<file path="config.mk">
export PLATFORM = sky130hd
export DESIGN_NAME = tcw_ctrl_flat
export DESIGN_NICKNAME = d
export VERILOG_FILES = /design/src/rtl/tcw_pkg.sv /design/src/rtl/tcw_if.sv /design/src/rtl/tcw_ctrl.sv /design/src/flat_wrapper.sv
export SDC_FILE = /design/constraint.sdc
export NUM_CORES = 1
export LEC_CHECK = 0
export BUFFER_PORTS_ARGS = -buffer_cell sky130_fd_sc_hd__buf_2
export CAP_MARGIN = 10
export CORE_UTILIZATION = 55
export CTS_BUF_LIST = sky130_fd_sc_hd__clkbuf_4 sky130_fd_sc_hd__clkbuf_8
export DETAILED_ROUTE_END_ITERATION = 16
export PLACE_DENSITY = 0.84
export SLEW_MARGIN = 30
export SYNTH_ARGS = -nofsm -noshare
export SYNTH_HDL_FRONTEND = slang
export SYNTH_SLANG_ARGS = --single-unit
</file>
<file path="constraint.sdc">
create_clock -name clk -period 5.4 [get_ports clk]
set_input_delay 1.08 -clock clk [delete_from_list [all_inputs] [get_ports clk]]
set_output_delay 1.08 -clock clk [all_outputs]
set_load 0.01 [all_outputs]
</file>
<file path="src/rtl/tcw_pkg.sv">
package tcw_pkg;

    localparam int NUM_TERMINALS_DEF = 4;
    localparam int COLUMNS_DEF       = 80;
    localparam int ROWS_DEF          = 25;
    localparam int TAB_SPACES_DEF    = 4;

    localparam int FUNC_W     = 2;
    localparam int TERM_IN_W  = 2;
    localparam int CHAR_W     = 8;
    localparam int INDEX_W    = 11;
    localparam int COL_OUT_W  = 7;
    localparam int ROW_OUT_W  = 5;
    localparam int CELL_W     = 16;

    localparam logic [CHAR_W-1:0] ATTR_NORMAL = 8'h07;
    localparam logic [CHAR_W-1:0] CH_NEWLINE  = 8'h0A;
    localparam logic [CHAR_W-1:0] CH_TAB      = 8'h09;
    localparam logic [CHAR_W-1:0] CH_SPACE    = 8'h20;
    localparam logic [CHAR_W-1:0] GLYPH_RESET = 8'd95;

    localparam logic [CELL_W-1:0] BLANK_CELL = {ATTR_NORMAL, CH_SPACE};

    typedef enum logic [FUNC_W-1:0] {
        FUNC_PUT       = 2'd0,
        FUNC_BACKSPACE = 2'd1,
        FUNC_READ      = 2'd2,
        FUNC_NONE      = 2'd3
    } tcw_func_t;

    typedef enum logic [3:0] {
        ST_CLEAR,
        ST_IDLE,
        ST_READ_DATA,
        ST_BLANK,
        ST_PUT,
        ST_SCROLL_COPY,
        ST_SCROLL_FILL,
        ST_GLYPH,
        ST_RESULT
    } tcw_state_t;

    typedef struct packed {
        logic [COL_OUT_W-1:0] cursor_col;
        logic [ROW_OUT_W-1:0] cursor_row;
        logic [CHAR_W-1:0]    cell_char;
        logic [CHAR_W-1:0]    cell_attr;
        logic                 scrolled;
    } tcw_result_t;

endpackage

</file>
<file path="src/rtl/tcw_if.sv">
interface tcw_req_if import tcw_pkg::*; ();
    logic                 valid;
    logic                 ready;
    logic [FUNC_W-1:0]    func;
    logic [TERM_IN_W-1:0] terminal;
    logic [CHAR_W-1:0]    char_code;
    logic [INDEX_W-1:0]   cell_index;

    modport source (output valid, output func, output terminal, output char_code,
                    output cell_index, input ready);
    modport sink (input valid, input func, input terminal, input char_code,
                  input cell_index, output ready);
endinterface


</file>
<file path="src/rtl/tcw_ctrl.sv">
module tcw_ctrl import tcw_pkg::*; #(
    parameter int NUM_TERMINALS = NUM_TERMINALS_DEF,
    parameter int COLUMNS       = COLUMNS_DEF,
    parameter int ROWS          = ROWS_DEF,
    parameter int TAB_SPACES    = TAB_SPACES_DEF,
    parameter int ADDR_W        = $clog2(NUM_TERMINALS_DEF * ROWS_DEF * COLUMNS_DEF)
) (
    input  logic              clk,
    input  logic              rst_n,
    tcw_req_if.sink           req,
    input  logic [CHAR_W-1:0] glyph,
    output logic              res_valid,
    input  logic              res_ready,
    output tcw_result_t       res,
    output logic              mem_we,
    output logic [ADDR_W-1:0] mem_waddr,
    output logic [CELL_W-1:0] mem_wdata,
    output logic              mem_re,
    output logic [ADDR_W-1:0] mem_raddr,
    input  logic [CELL_W-1:0] mem_rdata
);

    localparam int SCREEN_CELLS = ROWS * COLUMNS;
    localparam int TOTAL_CELLS  = NUM_TERMINALS * SCREEN_CELLS;
    localparam int MOVE_CELLS   = SCREEN_CELLS - COLUMNS;
    localparam int TERM_W       = (NUM_TERMINALS > 1) ? $clog2(NUM_TERMINALS) : 1;
    localparam int COL_W        = $clog2(COLUMNS);
    localparam int ROW_W        = $clog2(ROWS);
    localparam int SCR_W        = $clog2(SCREEN_CELLS + 1);
    localparam int TAB_W        = $clog2(TAB_SPACES + 1);

    tcw_state_t        state_reg, state_next;
    logic [ADDR_W-1:0] clr_reg, clr_next;
    logic [COL_W-1:0]  cur_col_reg [NUM_TERMINALS];
    logic [ROW_W-1:0]  cur_row_reg [NUM_TERMINALS];
    logic              cur_we;

    tcw_func_t         func_reg, func_next;
    logic [TERM_W-1:0] term_reg, term_next;
    logic              term_bad_reg, term_bad_next;
    logic [CHAR_W-1:0] ch_reg, ch_next;
    logic              is_tab_reg, is_tab_next;
    logic [COL_W-1:0]  col_reg, col_next;
    logic [ROW_W-1:0]  row_reg, row_next;
    logic [ADDR_W-1:0] base_reg, base_next;
    logic [TAB_W-1:0]  tab_reg, tab_next;
    logic [SCR_W-1:0]  scr_cnt_reg, scr_cnt_next;
    logic              scrolled_reg, scrolled_next;
    logic [CHAR_W-1:0] rd_char_reg, rd_char_next;
    logic [CHAR_W-1:0] rd_attr_reg, rd_attr_next;

    logic              term_ok;
    logic [TERM_W-1:0] term_in;
    logic [ADDR_W-1:0] base_in;
    logic              index_ok;
    logic [ADDR_W-1:0] cur_addr;
    logic              col_last;
    logic              row_last;

    assign term_ok  = 32'(req.terminal) < 32'(NUM_TERMINALS);
    assign term_in  = TERM_W'(req.terminal);
    assign base_in  = ADDR_W'(term_in) * ADDR_W'(SCREEN_CELLS);
    assign index_ok = 32'(req.cell_index) < 32'(SCREEN_CELLS);
    assign cur_addr = base_reg + ADDR_W'(row_reg) * ADDR_W'(COLUMNS) + ADDR_W'(col_reg);
    assign col_last = col_reg == COL_W'(COLUMNS - 1);
    assign row_last = row_reg == ROW_W'(ROWS - 1);

    always_ff @(posedge clk or negedge rst_n)
    begin
        if (!rst_n)
        begin
            state_reg <= ST_CLEAR;
            clr_reg   <= '0;
            for (int i = 0; i < NUM_TERMINALS; i++)
            begin
                cur_col_reg[i] <= '0;
                cur_row_reg[i] <= '0;
            end
        end
        else
        begin
            state_reg <= state_next;
            clr_reg   <= clr_next;
            if (cur_we)
            begin
                cur_col_reg[term_reg] <= col_reg;
                cur_row_reg[term_reg] <= row_reg;
            end
        end
    end

    always_ff @(posedge clk)
    begin
        func_reg     <= func_next;
        term_reg     <= term_next;
        term_bad_reg <= term_bad_next;
        ch_reg       <= ch_next;
        is_tab_reg   <= is_tab_next;
        col_reg      <= col_next;
        row_reg      <= row_next;
        base_reg     <= base_next;
        tab_reg      <= tab_next;
        scr_cnt_reg  <= scr_cnt_next;
        scrolled_reg <= scrolled_next;
        rd_char_reg  <= rd_char_next;
        rd_attr_reg  <= rd_attr_next;
    end

    always_comb
    begin
        state_next    = state_reg;
        clr_next      = clr_reg;
        func_next     = func_reg;
        term_next     = term_reg;
        term_bad_next = term_bad_reg;
        ch_next       = ch_reg;
        is_tab_next   = is_tab_reg;
        col_next      = col_reg;
        row_next      = row_reg;
        base_next     = base_reg;
        tab_next      = tab_reg;
        scr_cnt_next  = scr_cnt_reg;
        scrolled_next = scrolled_reg;
        rd_char_next  = rd_char_reg;
        rd_attr_next  = rd_attr_reg;

        req.ready = 1'b0;
        res_valid = 1'b0;
        cur_we    = 1'b0;
        mem_we    = 1'b0;
        mem_waddr = cur_addr;
        mem_wdata = BLANK_CELL;
        mem_re    = 1'b0;
        mem_raddr = base_in + ADDR_W'(req.cell_index);

        res = '0;
        if (!term_bad_reg)
        begin
            res.cursor_col = COL_OUT_W'(col_reg);
            res.cursor_row = ROW_OUT_W'(row_reg);
            res.cell_char  = rd_char_reg;
            res.cell_attr  = rd_attr_reg;
            res.scrolled   = scrolled_reg;
        end

        unique case (state_reg)
            ST_CLEAR:
            begin
                mem_we    = 1'b1;
                mem_waddr = clr_reg;
                if (clr_reg == ADDR_W'(TOTAL_CELLS - 1))
                begin
                    state_next = ST_IDLE;
                end
                else
                begin
                    clr_next = clr_reg + 1'b1;
                end
            end

            ST_IDLE:
            begin
                req.ready = 1'b1;
                if (req.valid)
                begin
                    func_next     = tcw_func_t'(req.func);
                    term_next     = term_in;
                    term_bad_next = !term_ok;
                    ch_next       = req.char_code;
                    is_tab_next   = req.char_code == CH_TAB;
                    base_next     = base_in;
                    scrolled_next = 1'b0;
                    rd_char_next  = '0;
                    rd_attr_next  = '0;
                    col_next      = '0;
                    row_next      = '0;
                    if (req.char_code == CH_TAB)
                    begin
                        tab_next = TAB_W'(TAB_SPACES);
                    end
                    else if (req.char_code == CH_NEWLINE)
                    begin
                        tab_next = '0;
                    end
                    else
                    begin
                        tab_next = TAB_W'(1);
                    end

                    if (!term_ok)
                    begin
                        state_next = ST_RESULT;
                    end
                    else
                    begin
                        col_next = cur_col_reg[term_in];
                        row_next = cur_row_reg[term_in];
                        unique case (tcw_func_t'(req.func))
                            FUNC_PUT:
                            begin
                                // A printable code or a tab overwrites the old cursor cell
                                // itself, so only a newline needs the separate blanking.
                                state_next = (req.char_code == CH_NEWLINE) ? ST_BLANK : ST_PUT;
                            end
                            FUNC_BACKSPACE:
                            begin
                                state_next = ST_BLANK;
                            end
                            FUNC_READ:
                            begin
                                if (index_ok)
                                begin
                                    mem_re     = 1'b1;
                                    state_next = ST_READ_DATA;
                                end
                                else
                                begin
                                    state_next = ST_RESULT;
                                end
                            end
                            FUNC_NONE:
                            begin
                                state_next = ST_RESULT;
                            end
                        endcase
                    end
                end
            end

            ST_READ_DATA:
            begin
                rd_char_next = mem_rdata[CHAR_W-1:0];
                rd_attr_next = mem_rdata[CELL_W-1:CHAR_W];
                state_next   = ST_RESULT;
            end

            ST_BLANK:
            begin
                mem_we = 1'b1;
                priority if (func_reg == FUNC_BACKSPACE)
                begin
                    if (row_reg != '0 || col_reg > COL_W'(1))
                    begin
                        if (col_reg == '0)
                        begin
                            col_next = COL_W'(COLUMNS - 1);
                            row_next = row_reg - 1'b1;
                        end
                        else
                        begin
                            col_next = col_reg - 1'b1;
                        end
                        state_next = ST_GLYPH;
                    end
                    else
                    begin
                        state_next = ST_RESULT;
                    end
                end
                else
                begin
                    col_next = '0;
                    if (row_last)
                    begin
                        scrolled_next = 1'b1;
                        scr_cnt_next  = '0;
                        state_next    = ST_SCROLL_COPY;
                    end
                    else
                    begin
                        row_next   = row_reg + 1'b1;
                        state_next = ST_GLYPH;
                    end
                end
            end

            ST_PUT:
            begin
                mem_we    = 1'b1;
                mem_wdata = {ATTR_NORMAL, is_tab_reg ? CH_SPACE : ch_reg};
                tab_next  = tab_reg - 1'b1;
                if (col_last)
                begin
                    col_next = '0;
                    if (row_last)
                    begin
                        scrolled_next = 1'b1;
                        scr_cnt_next  = '0;
                        state_next    = ST_SCROLL_COPY;
                    end
                    else
                    begin
                        row_next   = row_reg + 1'b1;
                        state_next = (tab_next != '0) ? ST_PUT : ST_GLYPH;
                    end
                end
                else
                begin
                    col_next   = col_reg + 1'b1;
                    state_next = (tab_next != '0) ? ST_PUT : ST_GLYPH;
                end
            end

            ST_SCROLL_COPY:
            begin
                // Each cell is read one row further down and written back in the next
                // cycle, one row up, so the write trails the read.
                if (scr_cnt_reg != SCR_W'(MOVE_CELLS))
                begin
                    mem_re    = 1'b1;
                    mem_raddr = base_reg + ADDR_W'(COLUMNS) + ADDR_W'(scr_cnt_reg);
                end
                if (scr_cnt_reg != '0)
                begin
                    mem_we    = 1'b1;
                    mem_waddr = base_reg + ADDR_W'(scr_cnt_reg) - 1'b1;
                    mem_wdata = mem_rdata;
                end
                if (scr_cnt_reg == SCR_W'(MOVE_CELLS))
                begin
                    scr_cnt_next = '0;
                    state_next   = ST_SCROLL_FILL;
                end
                else
                begin
                    scr_cnt_next = scr_cnt_reg + 1'b1;
                end
            end

            ST_SCROLL_FILL:
            begin
                mem_we    = 1'b1;
                mem_waddr = base_reg + ADDR_W'(MOVE_CELLS) + ADDR_W'(scr_cnt_reg);
                if (scr_cnt_reg == SCR_W'(COLUMNS - 1))
                begin
                    state_next = (tab_reg != '0) ? ST_PUT : ST_GLYPH;
                end
                else
                begin
                    scr_cnt_next = scr_cnt_reg + 1'b1;
                end
            end

            ST_GLYPH:
            begin
                mem_we     = 1'b1;
                mem_wdata  = {ATTR_NORMAL, glyph};
                state_next = ST_RESULT;
            end

            ST_RESULT:
            begin
                res_valid = 1'b1;
                if (res_ready)
                begin
                    cur_we     = !term_bad_reg;
                    state_next = ST_IDLE;
                end
            end

            default:
            begin
                state_next = ST_IDLE;
            end
        endcase
    end

    a_cursor_bounds: assert property (@(posedge clk) disable iff (!rst_n)
        (state_reg == ST_RESULT && !term_bad_reg) |->
            (32'(col_reg) < 32'(COLUMNS) && 32'(row_reg) < 32'(ROWS)))
        else $error("cursor left the screen");

    a_scroll_last_row: assert property (@(posedge clk) disable iff (!rst_n)
        (res_valid && res.scrolled) |-> row_last)
        else $error("scroll reported with cursor off the last row");

    a_copy_lag: assert property (@(posedge clk) disable iff (!rst_n)
        (state_reg == ST_SCROLL_COPY && mem_we && mem_re) |->
            (mem_raddr == mem_waddr + ADDR_W'(COLUMNS + 1)))
        else $error("scroll copy read and write out of step");

    a_result_handoff: assert property (@(posedge clk) disable iff (!rst_n)
        (res_valid && res_ready) |=> (state_reg == ST_IDLE))
        else $error("sequencer did not return to idle after its result");

endmodule

</file>
<file path="src/flat_wrapper.sv">
// flat-port wrapper written by rule: the top's interface ports become plain ports
module tcw_ctrl_flat import tcw_pkg::*;
#(
    parameter int NUM_TERMINALS = NUM_TERMINALS_DEF,
    parameter int COLUMNS       = COLUMNS_DEF,
    parameter int ROWS          = ROWS_DEF,
    parameter int TAB_SPACES    = TAB_SPACES_DEF,
    parameter int ADDR_W        = $clog2(NUM_TERMINALS_DEF * ROWS_DEF * COLUMNS_DEF)
)
  (clk, rst_n, glyph, res_valid, res_ready, res, mem_we, mem_waddr, mem_wdata, mem_re, mem_raddr, mem_rdata, req_valid, req_func, req_terminal, req_char_code, req_cell_index, req_ready);
  tcw_req_if req_i ();
  input  logic clk;
  input  logic rst_n;
  input  logic [CHAR_W-1:0] glyph;
  output logic res_valid;
  input  logic res_ready;
  output tcw_result_t res;
  output logic mem_we;
  output logic [ADDR_W-1:0] mem_waddr;
  output logic [CELL_W-1:0] mem_wdata;
  output logic mem_re;
  output logic [ADDR_W-1:0] mem_raddr;
  input  logic [CELL_W-1:0] mem_rdata;
  input wire logic [$bits(req_i.valid)-1:0] req_valid;
  input wire logic [$bits(req_i.func)-1:0] req_func;
  input wire logic [$bits(req_i.terminal)-1:0] req_terminal;
  input wire logic [$bits(req_i.char_code)-1:0] req_char_code;
  input wire logic [$bits(req_i.cell_index)-1:0] req_cell_index;
  output wire logic [$bits(req_i.ready)-1:0] req_ready;
  assign req_i.valid = req_valid;
  assign req_i.func = req_func;
  assign req_i.terminal = req_terminal;
  assign req_i.char_code = req_char_code;
  assign req_i.cell_index = req_cell_index;
  assign req_ready = req_i.ready;
  tcw_ctrl #(.NUM_TERMINALS(NUM_TERMINALS), .COLUMNS(COLUMNS), .ROWS(ROWS), .TAB_SPACES(TAB_SPACES), .ADDR_W(ADDR_W)) u_core (.clk(clk), .rst_n(rst_n), .req(req_i), .glyph(glyph), .res_valid(res_valid), .res_ready(res_ready), .res(res), .mem_we(mem_we), .mem_waddr(mem_waddr), .mem_wdata(mem_wdata), .mem_re(mem_re), .mem_raddr(mem_raddr), .mem_rdata(mem_rdata));
endmodule
</file>
==> key figures, run 1 <==
Global route
  – Initial antenna violation count: 0
  – First-pass GRT wire length: 36.5 mm
  – Vias in the first global route: 7203
  – Total grt overflow: 0
  – Largest net degree at the start of global routing: 66
  – GRT Total Usage: 28.0%

STA
  – Setup_tns: 0 ns
  – Tcrit/Tclk final: 95.5%
  – Final Hold Fails: 0
  – Rel. slew slack: 42.2%
  – Skew final: 0.0106 ns
  – Max-slew violations: 0
  – Unrepaired setup endpoints after global routing: no
  – Actual slew at the worst max-slew pin: 0.865 ns
  – Setup Viol. Count Final: 0
  – Fmax: 194 MHz
  – Final WS setup: 0.243 ns
  – Minimum period implied by the final worst setup slack: 5.16 ns

Worst setup path
  – CP Data Arrival Time: 4.08 ns
  – Endpoint class of the critical path: primary output
  – Worst-path fanout max: 13
  – CP Launch Type: flop
  – WP data required: 4.32 ns
  – Setup Crit Path Kind: flop to primary output

Clock network
  – CTS tree: yes
  – Maximum clock path buffer count: 2
  – Root buffer selected by CTS: clkbuf_8
  – Setup Fix Bufs, Post-CTS: 0
  – Htree depth: 4
  – # hold bufs at CTS: 0
  – Post-CTS sizing: 0
  – CTS Buf Count: 17
  – CTS Sinks: 125
  – CTS clock-pin slew for the worst setup and hold paths: 0.08 ns
  – Worst skew pair latency: 0.45 ns

Yosys
  – Cell area after synthesis: 9080 um^2
  – Share of the yosys chip area belonging to registers: 37.8%
  – Syn Area/Cell: 9.86 um^2
  – Syn Inst Count: 921
  – Largest family of logic cells by synthesized area: compound AO/OA/AOI/OAI gates
  – Synthesized net count: 1060
  – Synth Flop Type: dfrtp_1
  – Synth Area in XOR/XNOR: 5.79%
  – Flops & latches, synth: 125
  – Cell taking the most area after synthesis: edfxtp_1
  – Adder-Cell Fraction of Synth Area: 12.9%
  – Post-synthesis mux area share: 7.52%
  – Top cells by area, synth: edfxtp_1 20%, dfrtp_1 18%, ha_1 11%
  – Top cell type's share of synthesized area: 19.8%
  – Simple-Gate Fraction of Synth Area: 15.3%
  – Post-synth cell types: 76
  – Synth Area in Compound Gates: 15.5%
  – Synth warn: 0
  – EDFF count, synth: 60
  – FFs w/ async S/R, synth: 52.0%

Die
  – Core box area: 16000 um^2
  – Die height: 130 um
  – Starting Density: 56.8%
  – Die extent in x: 130 um
  – DIE AREA: 17000 um^2
  – FP Rows: 46
  – Io pins: 126

Detailed routing
  – Via density: 6.07
  – DRC violations left: 0
  – Final WL: 23.2 mm
  – DRT antenna net count: 0
  – DR pass1 iterations: 6
  – Iter 0 DRT Violations: 925
  – DR WL/cell: 18.5 um
  – DR vias: 7607

Finish
  – Max reg flops: 28
  – P&R area growth vs syn: 13.0%
  – Number of filler cells placed in the layout: 1293
  – # diodes: 0
  – Share of cells above drive strength 1: 22.3%
  – NumNets Final: 1163
  – Most frequent cells in the layout: 125 x buf_2, 79 x ha_1, 75 x inv_1, 74 x nand2_1, 65 x dfrtp_1
  – Commonest non-fill, non-tap cell in the layout: buf_2
  – Post-layout util: 64.2%
  – Cell area after layout: 10300 um^2

Hold path
  – Hold Crit Class: flop to flop

Place
  – Post-DP Area: 9830 um^2
  – DP Worst Slack: 0.786 ns
  – RD Place Congestion: 0.942
  – PortBufs: 125
  – Hpwl dp: 17.3 mm

Status
  – Run status: complete, no violations

Power
  – Peak VDD IR: 0.000455 V
  – P per Cell Area: 604 nW/um^2
  – Pleak: 4.71 nW

Flow run
  – Max Cap Viol: 0
==> worst max-delay path, cell delays in order, from the launching register on <==
cell	delay, ns
edfxtp_1	0.58
ha_1	0.36
ha_1	0.23
fa_1	0.42
xor2_1	0.18
ha_1	0.28
ha_1	0.39
nand3_1	0.11
o2111ai_1	0.26
a31oi_1	0.14
xnor2_1	0.25
a21oi_1	0.07
a31oi_1	0.20
buf_2	0.16
==> per-stage QoR <==
stage | instances | power, mW | hold slack [ns]
final | 1253 | 6.20 | 0.491
after global routing | 1253 | 6.63 | 0.523
after CTS | 1252 | 6.12 | 0.495
after detailed placement | 1220 | 5.23 | 0.477
after global placement | 1220 | 5.12 | 0.458
after floorplan | 921 | 4.10 | 0.445
==> path summary, 6_finish.rpt <==
| kind | cells after the start | start | slack [ns] | to |
|---|---|---|---|---|
| setup / recovery | 13 | u_core.row_reg[3] | 0.24 | mem_waddr[12] |
| hold / removal | 2 | u_core.cur_col_reg[13] | 0.49 | u_core.cur_col_reg[13] |
| setup reg to reg | 5 | u_core.state_reg[0] | 1.81 | u_core.row_reg[3] |
| hold reg to reg | 2 | u_core.cur_col_reg[13] | 0.49 | u_core.cur_col_reg[13] |
| max in group asynchronous | 2 | rst_n | 4.02 | u_core.cur_col_reg[9] |
| min in group asynchronous | 2 | rst_n | 0.81 | u_core.state_reg[0] |
==> power breakdown <==
| group | total, mW | switching (mW) | internal, mW |
|---|---|---|---|
| Clock | 0.868 | 0.392 | 0.476 |
| Sequential | 1.72 | 0.386 | 1.33 |
| Combinational | 3.61 | 2.11 | 1.51 |
==> kinds of logic (layout without fill, tap and decap cells) <==
| family | Yosys count | in the layout |
|---|---|---|
| AND/OR/NAND/NOR | 269 | 269 |
| AO/OA/AOI/OAI | 207 | 207 |
| flip-flops | 125 | 125 |
| buffers and inverters | 123 | 239 |
| adder cells (fa/ha/maj) | 88 | 88 |
| XOR/XNOR | 60 | 60 |
| multiplexers | 49 | 49 |
==> layer usage <==
layer	vias to the layer above	wire [um]	GRT usage [%]
met1	3616	9840	38.3
met5	-	0	0
li1	3556	-	-
met4	0	612	11.1
met2	375	10600	44.3
met3	60	2060	5.09
==> layout make-up <==
type	count	area (um^2)	share of cell area, %
Clock inverter	13	163	1.58
Multi-Input combinational cell	673	5190	50.5
Timing Repair Buffer	131	678	6.61
Sequential cell	125	3430	33.4
Tap cell	216	270	2.63
Inverter	76	285	2.78
Clock buffer	19	255	2.49
==> Yosys cell counts (all sizes together) (4+ instances only) <==
| master | instances |
|---|---|
| a211oi | 4 |
| a21o | 14 |
| a21oi | 42 |
| a221o | 4 |
| a221oi | 8 |
| a222oi | 11 |
| a22oi | 6 |
| a31oi | 8 |
| and2 | 16 |
| and3 | 10 |
| buf | 12 |
| clkbuf | 35 |
| dfrtp | 65 |
| edfxtp | 60 |
| fa | 9 |
| ha | 79 |
| inv | 76 |
| mux2 | 34 |
| mux4 | 12 |
| nand2 | 74 |
| nand2b | 8 |
| nand3 | 17 |
| nand4 | 12 |
| nor2 | 56 |
| nor2b | 10 |
| nor3 | 20 |
| nor3b | 7 |
| nor4 | 9 |
| o211ai | 9 |
| o21a | 4 |
| o21ai | 59 |
| o21bai | 5 |
| o221ai | 5 |
| o31ai | 5 |
| or2 | 9 |
| or3 | 4 |
| xnor2 | 34 |
| xor2 | 26 |
Power figures use the tool's default switching activity.
==> inputs of run 2 (changes only) <==
--- a/config.mk
+++ b/config.mk
@@ -7,10 +7,12 @@
 export LEC_CHECK = 0
 export BUFFER_PORTS_ARGS = -buffer_cell sky130_fd_sc_hd__buf_2
 export CAP_MARGIN = 10
-export CORE_UTILIZATION = 55
+export CORE_UTILIZATION = 65
 export CTS_BUF_LIST = sky130_fd_sc_hd__clkbuf_4 sky130_fd_sc_hd__clkbuf_8
 export DETAILED_ROUTE_END_ITERATION = 16
-export PLACE_DENSITY = 0.84
+export PLACE_DENSITY = 0.95
+export RECOVER_POWER = 25
+export SKIP_CTS_REPAIR_TIMING = 1
 export SLEW_MARGIN = 30
 export SYNTH_ARGS = -nofsm -noshare
 export SYNTH_HDL_FRONTEND = slang
==> run 2 against run 1 <==
The flow now finishes with violations (max-capacitance violations, max-slew violations). Flip-flop and latch count unchanged. Highest routed layer unchanged. Critical path type unchanged. Via count rose by 4.7%. Largest power group unchanged. Clock-buffer cell count unchanged. Clock power decreased by 3.1%. Global-route usage increased by 6.6 points. Non-clock buffer count is the same.
==> key figures, run 2 (same netlist as run 1, synthesis figures left out) <==
Power
  – Sw frac: 47.4% (+0.95 points)
  – Peak VDD IR: 0.000344 V (-24%)
  – Pleak: 4.68 nW (-0.74%)
  – P per Cell Area: 614 nW/um^2 (+1.7%)
  – Logic pwr share: 58.9% (+0.6 points)
  – Clock Power Share: 13.5% (-0.5 points)
  – P_int: 3.28 mW (-1.1%)
  – Seq pwr share: 27.7% (about the same)
  – Net Switching: 2.96 mW (+2.8%)

Die
  – Die extent in x: 120 um (-7.9%)
  – Core box area: 13500 um^2 (-16%)
  – FP Rows: 42 (-8.7%)
  – Io pins: 126 (unchanged)
  – Starting Density: 67.5% (+11 points)
  – DIE AREA: 14400 um^2 (-15%)
  – Die height: 120 um (-7.9%)

Worst setup path
  – Max stage delay cell, worst path: edfxtp_1
  – Worst r2r src: u_core.state_reg[0]
  – Buf/Inv on CP: 1 (unchanged)
  – CP Data Arrival Time: 4.15 ns (+0.07 ns)
  – Setup Crit Path Kind: flop to primary output
  – Worst-path fanout max: 13 (unchanged)
  – Reg2Reg Depth: 5 (unchanged)
  – Cell mode on critical path: ha_1
  – Top delay family on crit path: adder cells
  – Flop2flop setup slack: 1.53 ns (-0.28 ns)
  – WP data required: 4.32 ns (about the same)
  – Reg2reg end: u_core.row_reg[4]
  – Slowest stage delay, CP: 0.59 ns (about the same)
  – Endpoint class of the critical path: primary output
  – CP Launch Type: flop
  – Crit path cell chain: ha_1 -> ha_1 -> fa_1 -> xor2_1 -> ha_1 -> ha_1 -> nand3_1 -> o2111ai_1 -> a31oi_1 -> xnor2_1 -> a21oi_1 -> a31oi_1 -> buf_2

STA
  – Final Hold Fails: 0 (unchanged)
  – Rel. slew slack: -133% (-180 points)
  – Fin Hold WS: 0.486 ns (-0.00485 ns)
  – Setup_tns: 0 ns (unchanged)
  – Max-slew violations: 66 (+66)
  – Unrepaired setup endpoints after global routing: no
  – Skew final: 0.0145 ns (+0.00389 ns)
  – Tcrit/Tclk final: 96.9% (+1.4 points)
  – Minimum period implied by the final worst setup slack: 5.23 ns (+0.0755 ns)
  – Setup Viol. Count Final: 0 (unchanged)
  – Actual slew at the worst max-slew pin: 3.49 ns (+2.63 ns)
  – Fmax: 191 MHz (-1.4%)

Status
  – Violated checks: max-capacitance violations, max-slew violations
  – Run status: finished, violations left

Finish
  – Post-layout util: 75.6% (+11 points)
  – Number of filler cells placed in the layout: 889 (-31%)
  – # diodes: 0 (unchanged)
  – P&R area growth vs syn: 11.9%
  – Max reg flops: 28 (unchanged)
  – Commonest non-fill, non-tap cell in the layout: buf_2
  – Share of cells above drive strength 1: 21.1% (-1.2 points)
  – Most frequent cells in the layout: 116 x buf_2, 79 x ha_1, 75 x inv_1, 74 x nand2_1, 65 x dfrtp_1
  – Final Non-Filler Cells: 1213 (-3.2%)
  – NumNets Final: 1163 (unchanged)

Detailed routing
  – DRC violations left: 0 (unchanged)
  – Via density: 6.57 (+8.2%)
  – DR vias: 7968 (+4.7%)
  – DR WL/cell: 20.0 um (+8.2%)
  – DR pass1 iterations: 8 (+2)
  – Iter 0 DRT Violations: 877 (-5.2%)
  – Final WL: 24.2 mm (+4.7%)
  – DRT antenna net count: 0 (unchanged)

Clock network
  – Root buffer selected by CTS: clkbuf_8
  – Maximum clock path buffer count: 2 (unchanged)
  – CTS clock-pin slew for the worst setup and hold paths: 0.08 ns (about the same)
  – CTS Buf Count: 17 (unchanged)
  – CTS Sinks: 125 (unchanged)
  – Worst skew pair latency: 0.46 ns (about the same)
  – Htree depth: 4 (unchanged)
  – CTS tree: yes

Hold path
  – Hold Crit Class: flop to flop
  – Hold path depth: 2 (unchanged)
  – WHS Endpoint: u_core.cur_col_reg[8]
  – Hold_sp: u_core.cur_col_reg[8]

Place
  – PortBufs: 125 (unchanged)
  – Hpwl dp: 17.3 mm (-0.44%)
  – Placed cell count: 1181 (-3.2%)
  – RD Place Congestion: 0.896 (-4.9%)

Global route
  – GRT Total Usage: 34.6% (+6.6 points)
  – Largest net degree at the start of global routing: 66 (unchanged)
  – Initial antenna violation count: 0 (unchanged)
  – Total grt overflow: 0 (unchanged)
  – First-pass GRT wire length: 38.4 mm (+5.0%)
  – Vias in the first global route: 7796 (+8.2%)

Flow run
  – Max Cap Viol: 1 (+1)
[run 2: changes by cell type in the layout (fill, tap and decap cells not counted), sizes merged]
cell,change
clkinvlp,-2
inv,+2
clkinv,+1
bufinv,-1
buf,-11
clkbuf,+11
[run 2: final cells by class]
type / instances / area (um^2) / area share [%]
clock buffer: 19 / 262 / 2.57
clock inverter: 13 / 134 / 1.32
inverter: 76 / 285 / 2.81
multi-input combinational: 673 / 5180 / 51.0
sequential: 125 / 3430 / 33.7
tap: 176 / 220 / 2.17
timing repair buffer: 131 / 652 / 6.41
[run 2: worst max path at each step]
stage / start / slack (ns) / end / cells after the start
after CTS: u_core.row_reg[3] / 0.25 / mem_waddr[12] / 13
final: u_core.row_reg[3] / 0.17 / mem_waddr[12] / 13
after detailed placement: u_core.row_reg[3] / 0.74 / mem_waddr[12] / 13
after global routing: u_core.row_reg[3] / 0.008 / mem_waddr[12] / 13
after global placement: u_core.row_reg[3] / 0.91 / mem_waddr[12] / 13
after floorplan: req_terminal[0] / 1.10 / mem_raddr[10] / 9
[run 2: per-stage QoR]
step | worst slack [ns] | instance area (um^2) | power (mW)
floorplan | 1.10 | 9080 | 4.10
global placement | 0.908 | 9780 | 5.07
detailed placement | 0.745 | 9790 | 5.21
CTS | 0.255 | 10200 | 6.12
global route | 0.00836 | 10200 | 6.58
finish | 0.168 | 10200 | 6.25
[run 2: metal layers]
layer | vias up | track usage [%] | share of wire [%] | wire length, um
li1 | 3559 | - | - | -
met1 | 3822 | 42.5 | 39 | 9410
met2 | 493 | 56.7 | 48 | 11500
met3 | 94 | 9.43 | 9.8 | 2380
met4 | 0 | 16.6 | 3.8 | 925
met5 | - | 0 | 0 | 0
[run 2: power groups by stage]
stage	clock, mW	combinational (mW)	sequential (mW)
floorplan	0	2.54	1.56
global placement	0	3.37	1.70
detailed placement	0	3.48	1.72
CTS	0.845	3.57	1.71
global route	0.884	3.94	1.76
finish	0.841	3.68	1.73
[run 2: tightest hold or removal path: cells and delay by family (launching register included)]
family          cells  cell delay [ns]
compound gates      1             0.06
flops               1             0.35
simple gates        1             0.05
